[src/rtl/soc_pkg.sv]
// ----------------------------------------------------------------------------
// soc_pkg
// Shared types and constants for the sphere obstacle clearance check unit.
// ----------------------------------------------------------------------------
`default_nettype none

package soc_pkg;

    localparam int COORD_W = 16;
    localparam int DIFF_W  = COORD_W + 1;
    localparam int SQ_W    = 32;
    localparam int DIST_W  = 34;
    localparam int SLOT_W  = 3;
    localparam int CMD_W   = 2;
    localparam int KIND_W  = 2;
    localparam int IDX_W   = 1;
    localparam int S_DATA_W = 56;
    localparam int M_DATA_W = 8;

    // pipeline depth of the distance unit
    localparam int PIPE_LAT = 3;

    localparam logic [DIST_W-1:0] OBST_CLEAR_RST = 34'd131072;
    localparam logic [DIST_W-1:0] UAV_CLEAR_RST  = 34'd78643;

    localparam logic [IDX_W-1:0] CFG_OBST_CLEAR = 1'd0;
    localparam logic [IDX_W-1:0] CFG_UAV_CLEAR  = 1'd1;

    typedef enum logic [CMD_W-1:0] {
        CMD_ADD_OBST = 2'd0,
        CMD_SET_VEH  = 2'd1,
        CMD_QUERY    = 2'd2,
        CMD_NONE     = 2'd3
    } cmd_t;

    typedef enum logic [KIND_W-1:0] {
        HIT_NONE = 2'd0,
        HIT_OBST = 2'd1,
        HIT_VEH  = 2'd2
    } hit_kind_t;

    typedef enum logic [1:0] {
        ST_IDLE,
        ST_SCAN,
        ST_RESULT
    } state_t;

    typedef struct packed {
        logic signed [COORD_W-1:0] x;
        logic signed [COORD_W-1:0] y;
        logic signed [COORD_W-1:0] z;
    } point_t;

    typedef struct packed {
        logic   valid;
        point_t pt;
    } entry_t;

    typedef struct packed {
        logic shift;
        logic load;
    } cell_ctrl_t;

endpackage

`default_nettype wire

[src/rtl/soc_dist.sv]
// ----------------------------------------------------------------------------
// soc_dist
// Three-stage squared distance and clearance compare between two points.
// ----------------------------------------------------------------------------
`default_nettype none

module soc_dist (
    input  wire logic                       clk,
    input  wire logic                       rst_n,
    input  wire logic                       en,
    input  wire soc_pkg::point_t            a,
    input  wire soc_pkg::point_t            b,
    input  wire logic [soc_pkg::DIST_W-1:0] thr,
    output logic                            hit
);
    import soc_pkg::*;

    logic                     en1_reg;
    logic                     en2_reg;
    logic                     hit_reg;
    logic                     hit_next;
    logic signed [DIFF_W-1:0] dx_reg, dy_reg, dz_reg;
    logic signed [DIFF_W-1:0] dx_next, dy_next, dz_next;
    logic signed [2*DIFF_W-1:0] px, py, pz;
    logic [SQ_W-1:0]          sqx_reg, sqy_reg, sqz_reg;
    logic [DIST_W-1:0]        sum;

    assign dx_next = {a.x[COORD_W-1], a.x} - {b.x[COORD_W-1], b.x};
    assign dy_next = {a.y[COORD_W-1], a.y} - {b.y[COORD_W-1], b.y};
    assign dz_next = {a.z[COORD_W-1], a.z} - {b.z[COORD_W-1], b.z};

    // |d| <= 65535 so the square fits in 32 bits
    assign px = dx_reg * dx_reg;
    assign py = dy_reg * dy_reg;
    assign pz = dz_reg * dz_reg;

    assign sum = DIST_W'(sqx_reg) + DIST_W'(sqy_reg) + DIST_W'(sqz_reg);
    assign hit_next = en2_reg && (sum < thr);

    always_ff @(posedge clk or negedge rst_n)
    begin
        if (!rst_n)
        begin
            en1_reg <= 1'b0;
            en2_reg <= 1'b0;
            hit_reg <= 1'b0;
        end
        else
        begin
            en1_reg <= en;
            en2_reg <= en1_reg;
            hit_reg <= hit_next;
        end
    end

    always_ff @(posedge clk)
    begin
        dx_reg  <= dx_next;
        dy_reg  <= dy_next;
        dz_reg  <= dz_next;
        sqx_reg <= px[SQ_W-1:0];
        sqy_reg <= py[SQ_W-1:0];
        sqz_reg <= pz[SQ_W-1:0];
    end

    assign hit = hit_reg;

endmodule

`default_nettype wire

[config.mk]
export PLATFORM = sky130hd
export DESIGN_NAME = soc_dist
export DESIGN_NICKNAME = d
export VERILOG_FILES = /design/src/rtl/soc_pkg.sv /design/src/rtl/soc_dist.sv
export SDC_FILE = /design/constraint.sdc
export NUM_CORES = 2
export LEC_CHECK = 0
export BUFFER_PORTS_ARGS = -buffer_cell sky130_fd_sc_hd__buf_4
export CAP_MARGIN = 40
export CELL_PAD_IN_SITES_DETAIL_PLACEMENT = 1
export CELL_PAD_IN_SITES_GLOBAL_PLACEMENT = 2
export CORE_MARGIN = 10
export CORE_UTILIZATION = 45
export CTS_BUF_LIST = sky130_fd_sc_hd__clkbuf_2
export DETAILED_ROUTE_END_ITERATION = 6
export PLACE_DENSITY = 0.91
export SETUP_SLACK_MARGIN = 0.2
export SKIP_LAST_GASP = 1
export SYNTH_ARGS = -nofsm -noshare
export SYNTH_HDL_FRONTEND = slang
export SYNTH_SLANG_ARGS = --single-unit
[constraint.sdc]
create_clock -name clk -period 17.1 [get_ports clk]
set_input_delay 0.855 -clock clk [delete_from_list [all_inputs] [get_ports clk]]
set_output_delay 0.855 -clock clk [all_outputs]
set_load 0.005 [all_outputs]
==> metrics <==
post-synthesis adder-cell area fraction=56.84%; Post-Synth Simple-Gate Area=10.58%; Final HPWL DP=79,370 um; Synth warnings=0; Synth Instances=3,881; Worst EP required=18.06 ns; area leader, netlist=fa_1; Setup crit end kind=flop; commonest non-fill, non-tap cell in the layout=inv_1; GRT overflow=0; Initial Util=45.23%; Finished Layout Cells=5,059; crit path max fanout=21; nets=5,283; Placement Rows=104; post-synth top area share=44.16%; core outline area=80,290 um^2; Reg clk slew, reported paths=0.30 ns; post-route ant nets=0; Worst Setup Start Kind=flop; final hold violations=0; Synth area leaders=fa_1 (44%), ha_1 (13%), inv_1 (12%); Tmin final=7.082 ns; worst hold stages=3; TritonRoute pass-1 iters=5; crit share post-route=41.42%; Clock Latency Late Sink=1.07 ns; fin util=48.38%; Clock Skew=0.08020 ns; Max Slew Vio Count=0; DR vias=25,420; Placed Instances=5,014; outcome=finished, final reports clean; largest family of logic cells by synthesized area=adder cells; Hold Crit Class=input port to flop; Design Area, Final=38,850 um^2; sequential fraction of the synthesis area=8.146%; CP Class=flop to flop; MaxCap Viol Count=0; post-synthesis compound-gate area fraction=7.222%; Worst EP arrival=8.04 ns; post-synthesis mux area share=0.1206%; CTS Hold Bufs=8; P&R area growth vs syn=6.981%; DRT iter0 DRCs=929; vias per cell=5.024; I/O pin cnt=134; layout cells sized above 1=5.083%; H-tree depth=4; gpl congestion=0.8865; clock buffer depth=2; commonest non-fill, non-tap cells in the layout=inv_1 (1,113), fa_1 (801), ha_1 (368); flops & latches, synth=147; Max Fclk=0.1412 GHz; Synth Area in XOR/XNOR=4.848%; vias in the first global route=29,780; relative slew slack=35.36%; ys async rst share=2.041%; clock tree sinks=147; Setup Fix Bufs, Post-CTS=0; final-report setup violation count=0; Post-synth EDFFs=0; post-synthesis cell area=36,310 um^2; die area=92,450 um^2; Fillers=9,328; Root Buffer=clkbuf_2; Routed WL=90,420 um; largest net degree at the start of global routing=34; post-cts repair resize count=0; post-synth cell types=71; Mapped Avg Cell Area=9.356 um^2; Placed Instance Area=38,460 um^2; TritonCTS clock tree=done; port bufs=133; initial antenna violation count=3; Global Route Usage Sum=20.39%; worst reg2reg path depth=20; RSZ-0062 raised after global routing=no; chip width=304.1 um; first-pass GRT wire length=152,900 um; DRC viols=0; Die Span Y=304.1 um; setup TNS=0 ns; routed len/inst=17.87 um; Tightest Pin Transition=0.9683 ns; CTS Buf Count=17; top_reg_cell synth=dfxtp_1
cell usage after synthesis, types with 15 or more instances:
cell / count
o21bai_1: 15
and2_1: 169
nand2b_1: 27
fa_1: 801
nor3_1: 37
xnor2_1: 162
a21oi_1: 104
nand2_1: 271
nor2b_1: 54
ha_1: 368
clkbuf_1: 68
o21a_1: 28
dfxtp_1: 144
xor2_1: 39
nand3_1: 33
a21o_1: 67
inv_1: 1113
nor2_1: 133
o21ai_0: 59
worst max-delay path, cell delays in order, from the launching register on:
cell and delay [ns]:
dfxtp_1 1.00, nand2_1 0.25, fa_1 0.54, fa_1 0.55, fa_1 0.53, inv_1 0.06
fa_1 0.50, fa_1 0.53, inv_1 0.06, fa_1 0.48, inv_1 0.04, ha_1 0.34
and3_1 0.18, and3_1 0.19, and3_4 0.18, a21oi_4 0.12, a21oi_2 0.11, or3_1 0.40
a2111o_1 0.44, a2111o_1 0.37, nand4_1 0.09
per-layer routing:
metal / global-route usage, % / up-vias / share of wire (%)
li1: - / 11790 / -
met1: 26.00 / 13190 / 44
met2: 36.14 / 351 / 51
met3: 3.011 / 93 / 3.5
met4: 4.355 / 0 / 1.7
met5: 0 / - / 0
cell families (layout without fill, tap and decap cells):
| kind of cell | count (synthesis) | count (layout) |
|---|---|---|
| buf+inv | 1182 | 1294 |
| fa+ha+maj | 1169 | 1169 |
| simple gates | 786 | 786 |
| compound gates | 390 | 390 |
| xor+xnor | 201 | 201 |
| flops | 147 | 147 |
| mux | 4 | 4 |
| other cells | 2 | 8 |
metrics by stage:
| step | setup WS, ns | hold slack (ns) |
|---|---|---|
| floorplan | 10.74 | 0.3312 |
| global placement | 10.37 | 0.3315 |
| detailed placement | 10.15 | 0.3396 |
| CTS | 10.01 | 0.01468 |
| global route | 9.719 | 0.02918 |
| finish | 10.02 | 0.1112 |
final timing paths:
kind | from | end | slack (ns)
max | dy_reg[2]$_DFF_P_ | sqy_reg[31]$_DFF_P_ | 10.02
max reg2reg | dy_reg[2]$_DFF_P_ | sqy_reg[31]$_DFF_P_ | 10.02
min in group asynchronous | rst_n | en1_reg$_DFF_PN0_ | 0.65
min reg2reg | en1_reg$_DFF_PN0_ | en2_reg$_DFF_PN0_ | 0.40
max in group asynchronous | rst_n | hit$_DFF_PN0_ | 16.30
min | b[17] | dy_reg[1]$_DFF_P_ | 0.11
final cells by class:
class	count	area (um^2)	area share, %
clock buffers	17	85.08	0.2190
multi-input cells	2553	28920	74.45
flip-flops and latches	147	2958	7.614
diodes	5	12.51	0.03221
inverters	1114	4182	10.76
repair buffers	148	1154	2.970
well taps	1060	1326	3.414
clock inverters	15	209.0	0.5379
Power is not shown: default switching activity piles up to over one toggle a cycle in this logic, so the estimate is an artifact.
