`config.mk`:
```
export PLATFORM = sky130hd
export DESIGN_NAME = soc_cell
export DESIGN_NICKNAME = d
export VERILOG_FILES = /design/src/rtl/soc_pkg.sv /design/src/rtl/soc_cell.sv
export SDC_FILE = /design/constraint.sdc
export NUM_CORES = 1
export LEC_CHECK = 0
export BUFFER_PORTS_ARGS = -buffer_cell sky130_fd_sc_hd__buf_2
export CAP_MARGIN = 20
export CELL_PAD_IN_SITES_DETAIL_PLACEMENT = 1
export CELL_PAD_IN_SITES_GLOBAL_PLACEMENT = 1
export CORE_UTILIZATION = 25
export CTS_CLUSTER_DIAMETER = 60
export DETAILED_ROUTE_END_ITERATION = 10
export PLACE_DENSITY = 0.74
export SKIP_LAST_GASP = 1
export SYNTH_ARGS = -nofsm -noshare
export SYNTH_HDL_FRONTEND = slang
export SYNTH_SLANG_ARGS = --single-unit
```
`constraint.sdc`:
```
create_clock -name clk -period 1.09 [get_ports clk]
set_clock_uncertainty 0.15 [all_clocks]
set_input_delay 0.109 -clock clk [delete_from_list [all_inputs] [get_ports clk]]
set_output_delay 0.109 -clock clk [all_outputs]
set_load 0.01 [all_outputs]
```
`src/rtl/soc_pkg.sv`:
```
// ----------------------------------------------------------------------------
// soc_pkg
// Shared types and constants for the sphere obstacle clearance check unit.
// ----------------------------------------------------------------------------
`default_nettype none

package soc_pkg;

    localparam int COORD_W = 16;
    localparam int DIFF_W  = COORD_W + 1;
    localparam int SQ_W    = 32;
    localparam int DIST_W  = 34;
    localparam int SLOT_W  = 3;
    localparam int CMD_W   = 2;
    localparam int KIND_W  = 2;
    localparam int IDX_W   = 1;
    localparam int S_DATA_W = 56;
    localparam int M_DATA_W = 8;

    // pipeline depth of the distance unit
    localparam int PIPE_LAT = 3;

    localparam logic [DIST_W-1:0] OBST_CLEAR_RST = 34'd131072;
    localparam logic [DIST_W-1:0] UAV_CLEAR_RST  = 34'd78643;

    localparam logic [IDX_W-1:0] CFG_OBST_CLEAR = 1'd0;
    localparam logic [IDX_W-1:0] CFG_UAV_CLEAR  = 1'd1;

    typedef enum logic [CMD_W-1:0] {
        CMD_ADD_OBST = 2'd0,
        CMD_SET_VEH  = 2'd1,
        CMD_QUERY    = 2'd2,
        CMD_NONE     = 2'd3
    } cmd_t;

    typedef enum logic [KIND_W-1:0] {
        HIT_NONE = 2'd0,
        HIT_OBST = 2'd1,
        HIT_VEH  = 2'd2
    } hit_kind_t;

    typedef enum logic [1:0] {
        ST_IDLE,
        ST_SCAN,
        ST_RESULT
    } state_t;

    typedef struct packed {
        logic signed [COORD_W-1:0] x;
        logic signed [COORD_W-1:0] y;
        logic signed [COORD_W-1:0] z;
    } point_t;

    typedef struct packed {
        logic   valid;
        point_t pt;
    } entry_t;

    typedef struct packed {
        logic shift;
        logic load;
    } cell_ctrl_t;

endpackage

`default_nettype wire

```
`src/rtl/soc_cell.sv`:
```
// ----------------------------------------------------------------------------
// soc_cell
// One table cell: holds an entry, takes its neighbor's entry on shift or a new
// entry on load.
// ----------------------------------------------------------------------------
`default_nettype none

module soc_cell (
    input  wire logic                clk,
    input  wire logic                rst_n,
    input  wire soc_pkg::cell_ctrl_t ctrl,
    input  wire soc_pkg::entry_t     prev_in,
    input  wire soc_pkg::entry_t     load_in,
    output soc_pkg::entry_t          q
);
    import soc_pkg::*;

    logic   valid_reg;
    logic   valid_next;
    point_t pt_reg;
    point_t pt_next;

    always_comb
    begin
        priority if (ctrl.load)
        begin
            valid_next = load_in.valid;
            pt_next    = load_in.pt;
        end
        else if (ctrl.shift)
        begin
            valid_next = prev_in.valid;
            pt_next    = prev_in.pt;
        end
        else
        begin
            valid_next = valid_reg;
            pt_next    = pt_reg;
        end
    end

    always_ff @(posedge clk or negedge rst_n)
    begin
        if (!rst_n)
        begin
            valid_reg <= 1'b0;
        end
        else
        begin
            valid_reg <= valid_next;
        end
    end

    always_ff @(posedge clk)
    begin
        pt_reg <= pt_next;
    end

    assign q = '{valid: valid_reg, pt: pt_reg};

endmodule

`default_nettype wire

```
==> PnR_summary.wiki, run 1 <==
{| class="wikitable"
! Metric !! Value
|-
| Maximum frequency from static timing analysis || 877 MHz
|-
| Relative contribution of sequential cells to total power || 50.3%
|-
| Maximum resistive drop on vdd || 0.456 mV
|-
| Max-Slew Margin vs Limit || 84.6%
|-
| Clock transition time at the flip-flop clock pins of the worst setup and hold paths || 0.09 ns
|-
| Top post-synthesis cells by count || 48 x edfxtp_1, 47 x mux2_4, 4 x buf_12
|-
| Initial detailed-routing violation count || 46
|-
| Compound-Gate Fraction of Synth Area || 0.216%
|-
| Antenna-violating nets left || 0
|-
| Residual overflow from global routing || 0
|-
| Final setup violation count || 32
|-
| Final Max Slew Viols || 0
|-
| Final worst path period need || 1.14 ns
|-
| Placed standard-cell area || 3180 um^2
|-
| Peak fanout along the critical path || 1
|-
| Total inserted antenna cells || 0
|-
| Cell count after synthesis || 108
|-
| Post-Synth Simple-Gate Area || 0.431%
|-
| Share of the synthesized area in the top cell type || 62.1%
|-
| Post-Synth Adder-Cell Area || 0%
|-
| Hpwl dp || 4250 um
|-
| Violations in the final reports || design-rule violations, negative hold slack, negative setup slack
|-
| Number of iterations in the first detailed-routing pass || 9
|-
| Sequential cell area fraction in the yosys report || 63.1%
|-
| Clock network latency to the later pin of the worst-skew pair || 0.30 ns
|-
| Multiplexer share of the synthesized area || 31.3%
|-
| NumNets Final || 418
|-
| Number of H-tree levels || 2
|-
| WL final || 6470 um
|-
| Final TNS setup || -0.756 ns
|-
| Area of all placed cells without fillers || 3860 um^2
|-
| Top_reg_cell synth || edfxtp_1
|-
| Number of cells after detailed placement || 363
|-
| Final period util || 105%
|-
| Net switching fraction of the power || 22.7%
|-
| Ports placed on the boundary || 151
|-
| Internal power || 3.62 mW
|-
| Count of buffers inserted at the top-level ports || 150
|-
| Row Count || 34
|-
| Total core area || 8850 um^2
|-
| Most common cell in the netlist || edfxtp_1
|-
| Inserted Clock Buffers || 5
|-
| Routed via count divided by cell count || 4.14
|-
| Share of the synthesized netlist area taken by xor and xnor gates || 0%
|-
| Routed via count || 1759
|-
| Synthesized netlist net count || 210
|-
| GR Util All Layers || 11.9%
|-
| Worst Setup Start Kind || input port
|-
| Synth-to-Final Area Change || 66.4%
|-
| Leakage power summed over all cells || 1.85 nW
|-
| Die Footprint || 9680 um^2
|-
| Warnings, synthesis || 0
|-
| Share of post-route cells with drive strength above 1 || 65.3%
|-
| Required time of the critical path || 1.00 ns
|-
| Clock root buffer || clkbuf_8
|-
| Starting density of the core || 26.2%
|-
| Crit path capture type || register
|-
| Vias in the first global route || 1822
|-
| Worst slack on hold paths || -0.0436 ns
|-
| Gpl congestion || 0.681
|-
| Switch Pwr || 1.06 mW
|-
| Number of filler instances in the final layout || 935
|-
| Post-Syn Area || 2320 um^2
|-
| TritonCTS clock tree || built
|-
| Arrival time at the worst endpoint || 1.05 ns
|-
| Non-filler cells, final || 425
|-
| Number of flip-flops in the largest register || 48
|-
| Final setup margin || -0.0503 ns
|-
| Synth Register Bits || 49
|-
| Worst min-delay path class || in -> reg
|-
| Antenna violations before repair || 0
|-
| Post-synthesis area per instance || 21.5 um^2
|-
| Count of different cell masters after synthesis || 12
|-
| DRC violations left || 7
|-
| Number of enable-type register cells in the synthesized netlist || 48
|-
| Die Ht || 98.4 um
|-
| Number of sinks driven by the clock tree || 49
|-
| FFs w/ async S/R, synth || 2.04%
|-
| Share of total power in combinational logic || 22.4%
|-
| Largest buffer count on any clock path || 2
|-
| Unrepaired setup endpoints after global routing || true
|-
| Wire length of the first global-routing pass || 8900 um
|-
| Slew @ Worst Pin || 0.228 ns
|-
| Width of the die || 98.4 um
|-
| Routed wirelength normalized by instance count || 15.2 um
|-
| Run status || finished, violations left
|-
| Hold Vio Cnt, Final || 28
|-
| Main combinational cell family by area after synthesis || multiplexers
|-
| Max-cap check violation count || 0
|-
| Total power per unit cell area || 1210 nW/um^2
|-
| Pin count of the biggest net entering global routing || 26
|-
| Biggest area contributors in the synthesized netlist || edfxtp_1 62%, mux2_4 30%, buf_12 3.4%
|-
| Setup Crit Path Kind || in -> reg
|-
| Cell accounting for the most synthesized area || edfxtp_1
|-
| Relative contribution of the clock network to total power || 27.3%
|}
==> stage by stage <==
step	util (%)	hold WS, ns	setup WS (ns)	power (mW)
6_report	43.7	-0.0436	-0.0503	4.68
5_1_grt	43.7	-0.0539	-0.0790	4.90
4_1_cts	39.7	-0.0552	-0.0438	4.66
3_5_place_dp	35.9	-0.265	-0.186	3.28
3_3_place_gp	35.9	-0.265	-0.154	3.25
2_1_floorplan	-	-0.337	-0.228	2.87
==> metal layers <==
metal	GRT usage (%)	routed length, um	vias up
li1	-	-	832
met5	0	0	-
met2	23.5	3750	91
met3	5.58	580	2
met4	3.10	21	0
met1	10.7	2120	834
==> cell type report <==
type                            instances  area, um^2  share of cell area (%)
Clock buffer                            5        68.8                    1.78
Clock inverter                          3        41.3                    1.07
Multi-Input combinational cell         52         744                    19.3
Sequential cell                        49        1470                    37.9
Tap cell                              108         135                    3.50
Timing Repair Buffer                  208        1410                    36.5
==> cells by family (layout without fill, tap and decap cells) <==
group / after synthesis / in the layout
AND/OR/NAND/NOR: 2 / 2
flip-flops: 49 / 49
multiplexers: 49 / 49
AO/OA/AOI/OAI: 1 / 1
buffers and inverters: 7 / 216
==> power groups by stage <==
stage / clock, mW / sequential, mW / combinational [mW]
after CTS: 1.35 / 2.36 / 0.947
after detailed placement: 0 / 2.40 / 0.883
after global routing: 1.41 / 2.38 / 1.12
after floorplan: 0 / 2.52 / 0.351
after global placement: 0 / 2.39 / 0.863
final: 1.28 / 2.35 / 1.05
==> worst paths after layout <==
check	startpoint	endpoint	slack [ns]	cells past startpoint
setup reg to reg	valid_reg	valid_reg	0.15	2
hold reg to reg	valid_reg	valid_reg	0.53	2
min in group asynchronous	rst_n	valid_reg	0.51	3
hold / removal	prev_in[29]	q[29]	-0.04	2
max in group asynchronous	rst_n	valid_reg	0.17	3
setup / recovery	prev_in[32]	q[32]	-0.05	3
==> repair_timing <==
action	CTS	global route
resized for setup	0	7
endpoints found under the setup margin	27	55
hold endpoints to repair	50	47
buffers inserted	0	0
hold buffers	23	34
==> placed cells by master (no fill, tap or decap), drive strengths merged, types with 4 or more instances in the layout <==
cell type and count:
edfxtp 48, buf 151, clkbuf 5, dlygate4sd3 53, mux2 48, dlymetal6s4s 4
==> critical path, cell delays in order <==
cell and delay [ns]:
dlygate4sd3_1 0.56, buf_2 0.13, mux2_4 0.25
Power figures use the tool's default switching activity.
==> run 2, diff against run 1 <==
BUFFER_PORTS_ARGS = -buffer_cell sky130_fd_sc_hd__clkbuf_2   (was -buffer_cell sky130_fd_sc_hd__buf_2)
RECOVER_POWER = 25   (was not set)
==> run 2 against run 1 <==
The run still ends with design-rule violations, negative hold slack, negative setup slack left. Non-clock buffer count rose by 14. Design area grew 5.5%. Cell count grew 3.3%. Via count rose by 2.9%. Global-route usage grew 2.6 points. Worst hold slack gained 0.0078 ns. Total power is 2.1% lower. Critical path depth did not move. Count of clock-buffer cells in the layout rose by 3. Setup slack improved by 0.011 ns. Core utilization up 2.4 points. Sequential share of layout area is 2.0 points lower. Largest cell class is now non-clock buffers.
==> PnR_summary.wiki, run 2 (synthesis gave the netlist of run 1 again) <==
{| class="wikitable"
! Metric !! Value
|-
| Tot Pwr || 4.58 mW
|-
| Die Ht || 98.4 um
|-
| Residual overflow from global routing || 0
|-
| Internal power || 3.51 mW
|-
| Violations in the final reports || design-rule violations, negative hold slack, negative setup slack
|-
| Number of filler instances in the final layout || 943
|-
| Maximum frequency from static timing analysis || 885 MHz
|-
| Sequential Area || 1470 um^2
|-
| Inserted Clock Buffers || 5
|-
| Arrival time at the worst endpoint || 1.03 ns
|-
| Starting density of the core || 26.2%
|-
| Final setup margin || -0.0398 ns
|-
| Pin count of the biggest net entering global routing || 26
|-
| NumNets Final || 432
|-
| Most common library cell in the layout ignoring fill and taps || clkbuf_2
|-
| Routed via count divided by cell count || 4.12
|-
| Hpwl dp || 4210 um
|-
| Max-cap check violation count || 0
|-
| Total inserted antenna cells || 0
|-
| Clock root buffer || clkbuf_8
|-
| Die Footprint || 9680 um^2
|-
| Final setup violation count || 30
|-
| Multi-input combinational cell area || 742 um^2
|-
| Share of total power in combinational logic || 24.2%
|-
| Total core area || 8850 um^2
|-
| Commonest cells after routing, fill and taps aside || 123 x clkbuf_2, 71 x dlygate4sd3_1, 48 x edfxtp_1, 47 x mux2_4, 18 x dlymetal6s4s_1
|-
| Wire length of the first global-routing pass || 10600 um
|-
| Switch Pwr || 1.07 mW
|-
| Share of post-route cells with drive strength above 1 || 56.5%
|-
| Leakage power summed over all cells || 2.04 nW
|-
| DRC violations left || 8
|-
| Final Max Slew Viols || 0
|-
| Clock transition time at the flip-flop clock pins of the worst setup and hold paths || 0.09 ns
|-
| Width of the die || 98.4 um
|-
| Worst min-delay path class || in -> reg
|-
| Worst Setup Start Kind || input port
|-
| Total power per unit cell area || 1120 nW/um^2
|-
| Count of buffers inserted at the top-level ports || 150
|-
| Hold Path Depth || 2
|-
| WL final || 7010 um
|-
| Final period util || 104%
|-
| Worst Hold Launch || prev_in[12]
|-
| Number of cells on the worst reg-to-reg path || 3
|-
| Antenna-violating nets left || 0
|-
| Antenna violations before repair || 0
|-
| Net switching fraction of the power || 23.4%
|-
| Final TNS setup || -0.266 ns
|-
| Origin of the critical flop-to-flop path || valid_reg
|-
| TritonCTS clock tree || built
|-
| Hold Vio Cnt, Final || 8
|-
| Relative contribution of the clock network to total power || 24.2%
|-
| Setup Crit Path Kind || in -> reg
|-
| Number of H-tree levels || 2
|-
| Worst slack on hold paths || -0.0357 ns
|-
| Row Count || 34
|-
| Number of flip-flops in the largest register || 48
|-
| Peak fanout along the critical path || 1
|-
| Unrepaired setup endpoints after global routing || true
|-
| GR Util All Layers || 14.5%
|-
| RR Endpoint || valid_reg
|-
| Crit path capture type || register
|-
| Relative contribution of sequential cells to total power || 51.6%
|-
| Clock network latency to the later pin of the worst-skew pair || 0.29 ns
|-
| Vias in the first global route || 2126
|-
| Routed via count || 1810
|-
| Maximum resistive drop on vdd || 0.482 mV
|-
| Max-Slew Margin vs Limit || 76.4%
|-
| Routed wirelength normalized by instance count || 16.0 um
|-
| Slew @ Worst Pin || 0.354 ns
|-
| Gpl congestion || 0.663
|-
| Largest buffer count on any clock path || 2
|-
| Initial detailed-routing violation count || 27
|-
| Required time of the critical path || 0.99 ns
|-
| Final worst path period need || 1.13 ns
|-
| Run status || finished, violations left
|-
| Number of sinks driven by the clock tree || 49
|-
| Synth-to-Final Area Change || 75.6%
|-
| Setup slack of the most critical reg-to-reg path || 0.04 ns
|-
| Ports placed on the boundary || 151
|-
| Number of iterations in the first detailed-routing pass || 7
|-
| WHS Endpoint || q[12]
|}
-- run 2: changes by cell type in the layout (fill, tap and decap cells not counted), moves of 2 or more --
| cell | change |
|---|---|
| buf_12 | -2 |
| buf_2 | -141 |
| clkbuf_1 | +2 |
| clkbuf_2 | +123 |
| clkbuf_4 | +2 |
| dlygate4sd3_1 | +18 |
| dlymetal6s4s_1 | +14 |
-- run 2: per-stage QoR --
stage                     std cells  worst slack, ns  area [um^2]  hold WS [ns]  util [%]
final                           439          -0.0398         4080       -0.0357      46.1
after global routing            439          -0.0787         4080       -0.0406      46.1
after CTS                       452          -0.0453         4080       -0.0430      46.1
after detailed placement        363           -0.153         3180        -0.262      35.9
after global placement          363           -0.147         3180        -0.266      35.9
after floorplan                 108           -0.228         2330        -0.337         -
-- run 2: area by class of cell --
| class | instances | share of cell area, % |
|---|---|---|
| Timing Repair Buffer | 222 | 40.3 |
| Sequential cell | 49 | 36.0 |
| Multi-Input combinational cell | 52 | 18.2 |
| Clock buffer | 8 | 2.21 |
| Tap cell | 108 | 3.31 |
-- run 2: what timing repair did --
item	in CTS	in global routing
resized for setup	0	25
hold buffers	80	9
setup buffers	1	0
setup endpoints to repair	15	77
endpoints found under the hold margin	50	14
-- run 2: power by group through the flow --
stage | clock (mW) | sequential, mW | combinational [mW]
2_1_floorplan | 0 | 2.52 | 0.351
3_3_place_gp | 0 | 2.40 | 0.859
3_5_place_dp | 0 | 2.41 | 0.875
4_1_cts | 1.17 | 2.37 | 1.11
5_1_grt | 1.24 | 2.39 | 1.18
6_report | 1.11 | 2.36 | 1.11
-- run 2: worst max path at each step --
stage,from,to,cells after the start
after floorplan,ctrl[0],q[0],3
after global placement,ctrl[0],q[45],3
after detailed placement,ctrl[0],q[22],3
after CTS,q[42],q[42],1
after global routing,q[42],q[42],1
final,prev_in[17],q[17],3
-- run 2: worst max-delay path, cell delays in order --
cell	delay (ns)
dlygate4sd3_1	0.55
clkbuf_2	0.12
mux2_4	0.26
-- run 2: metal layers --
layer	track usage (%)	part of all wire, %	up-vias
met5	0	0	-
met4	3.10	1.4	0
met3	4.51	7.4	10
met2	30.6	59	90
met1	13.2	33	851
li1	-	-	859
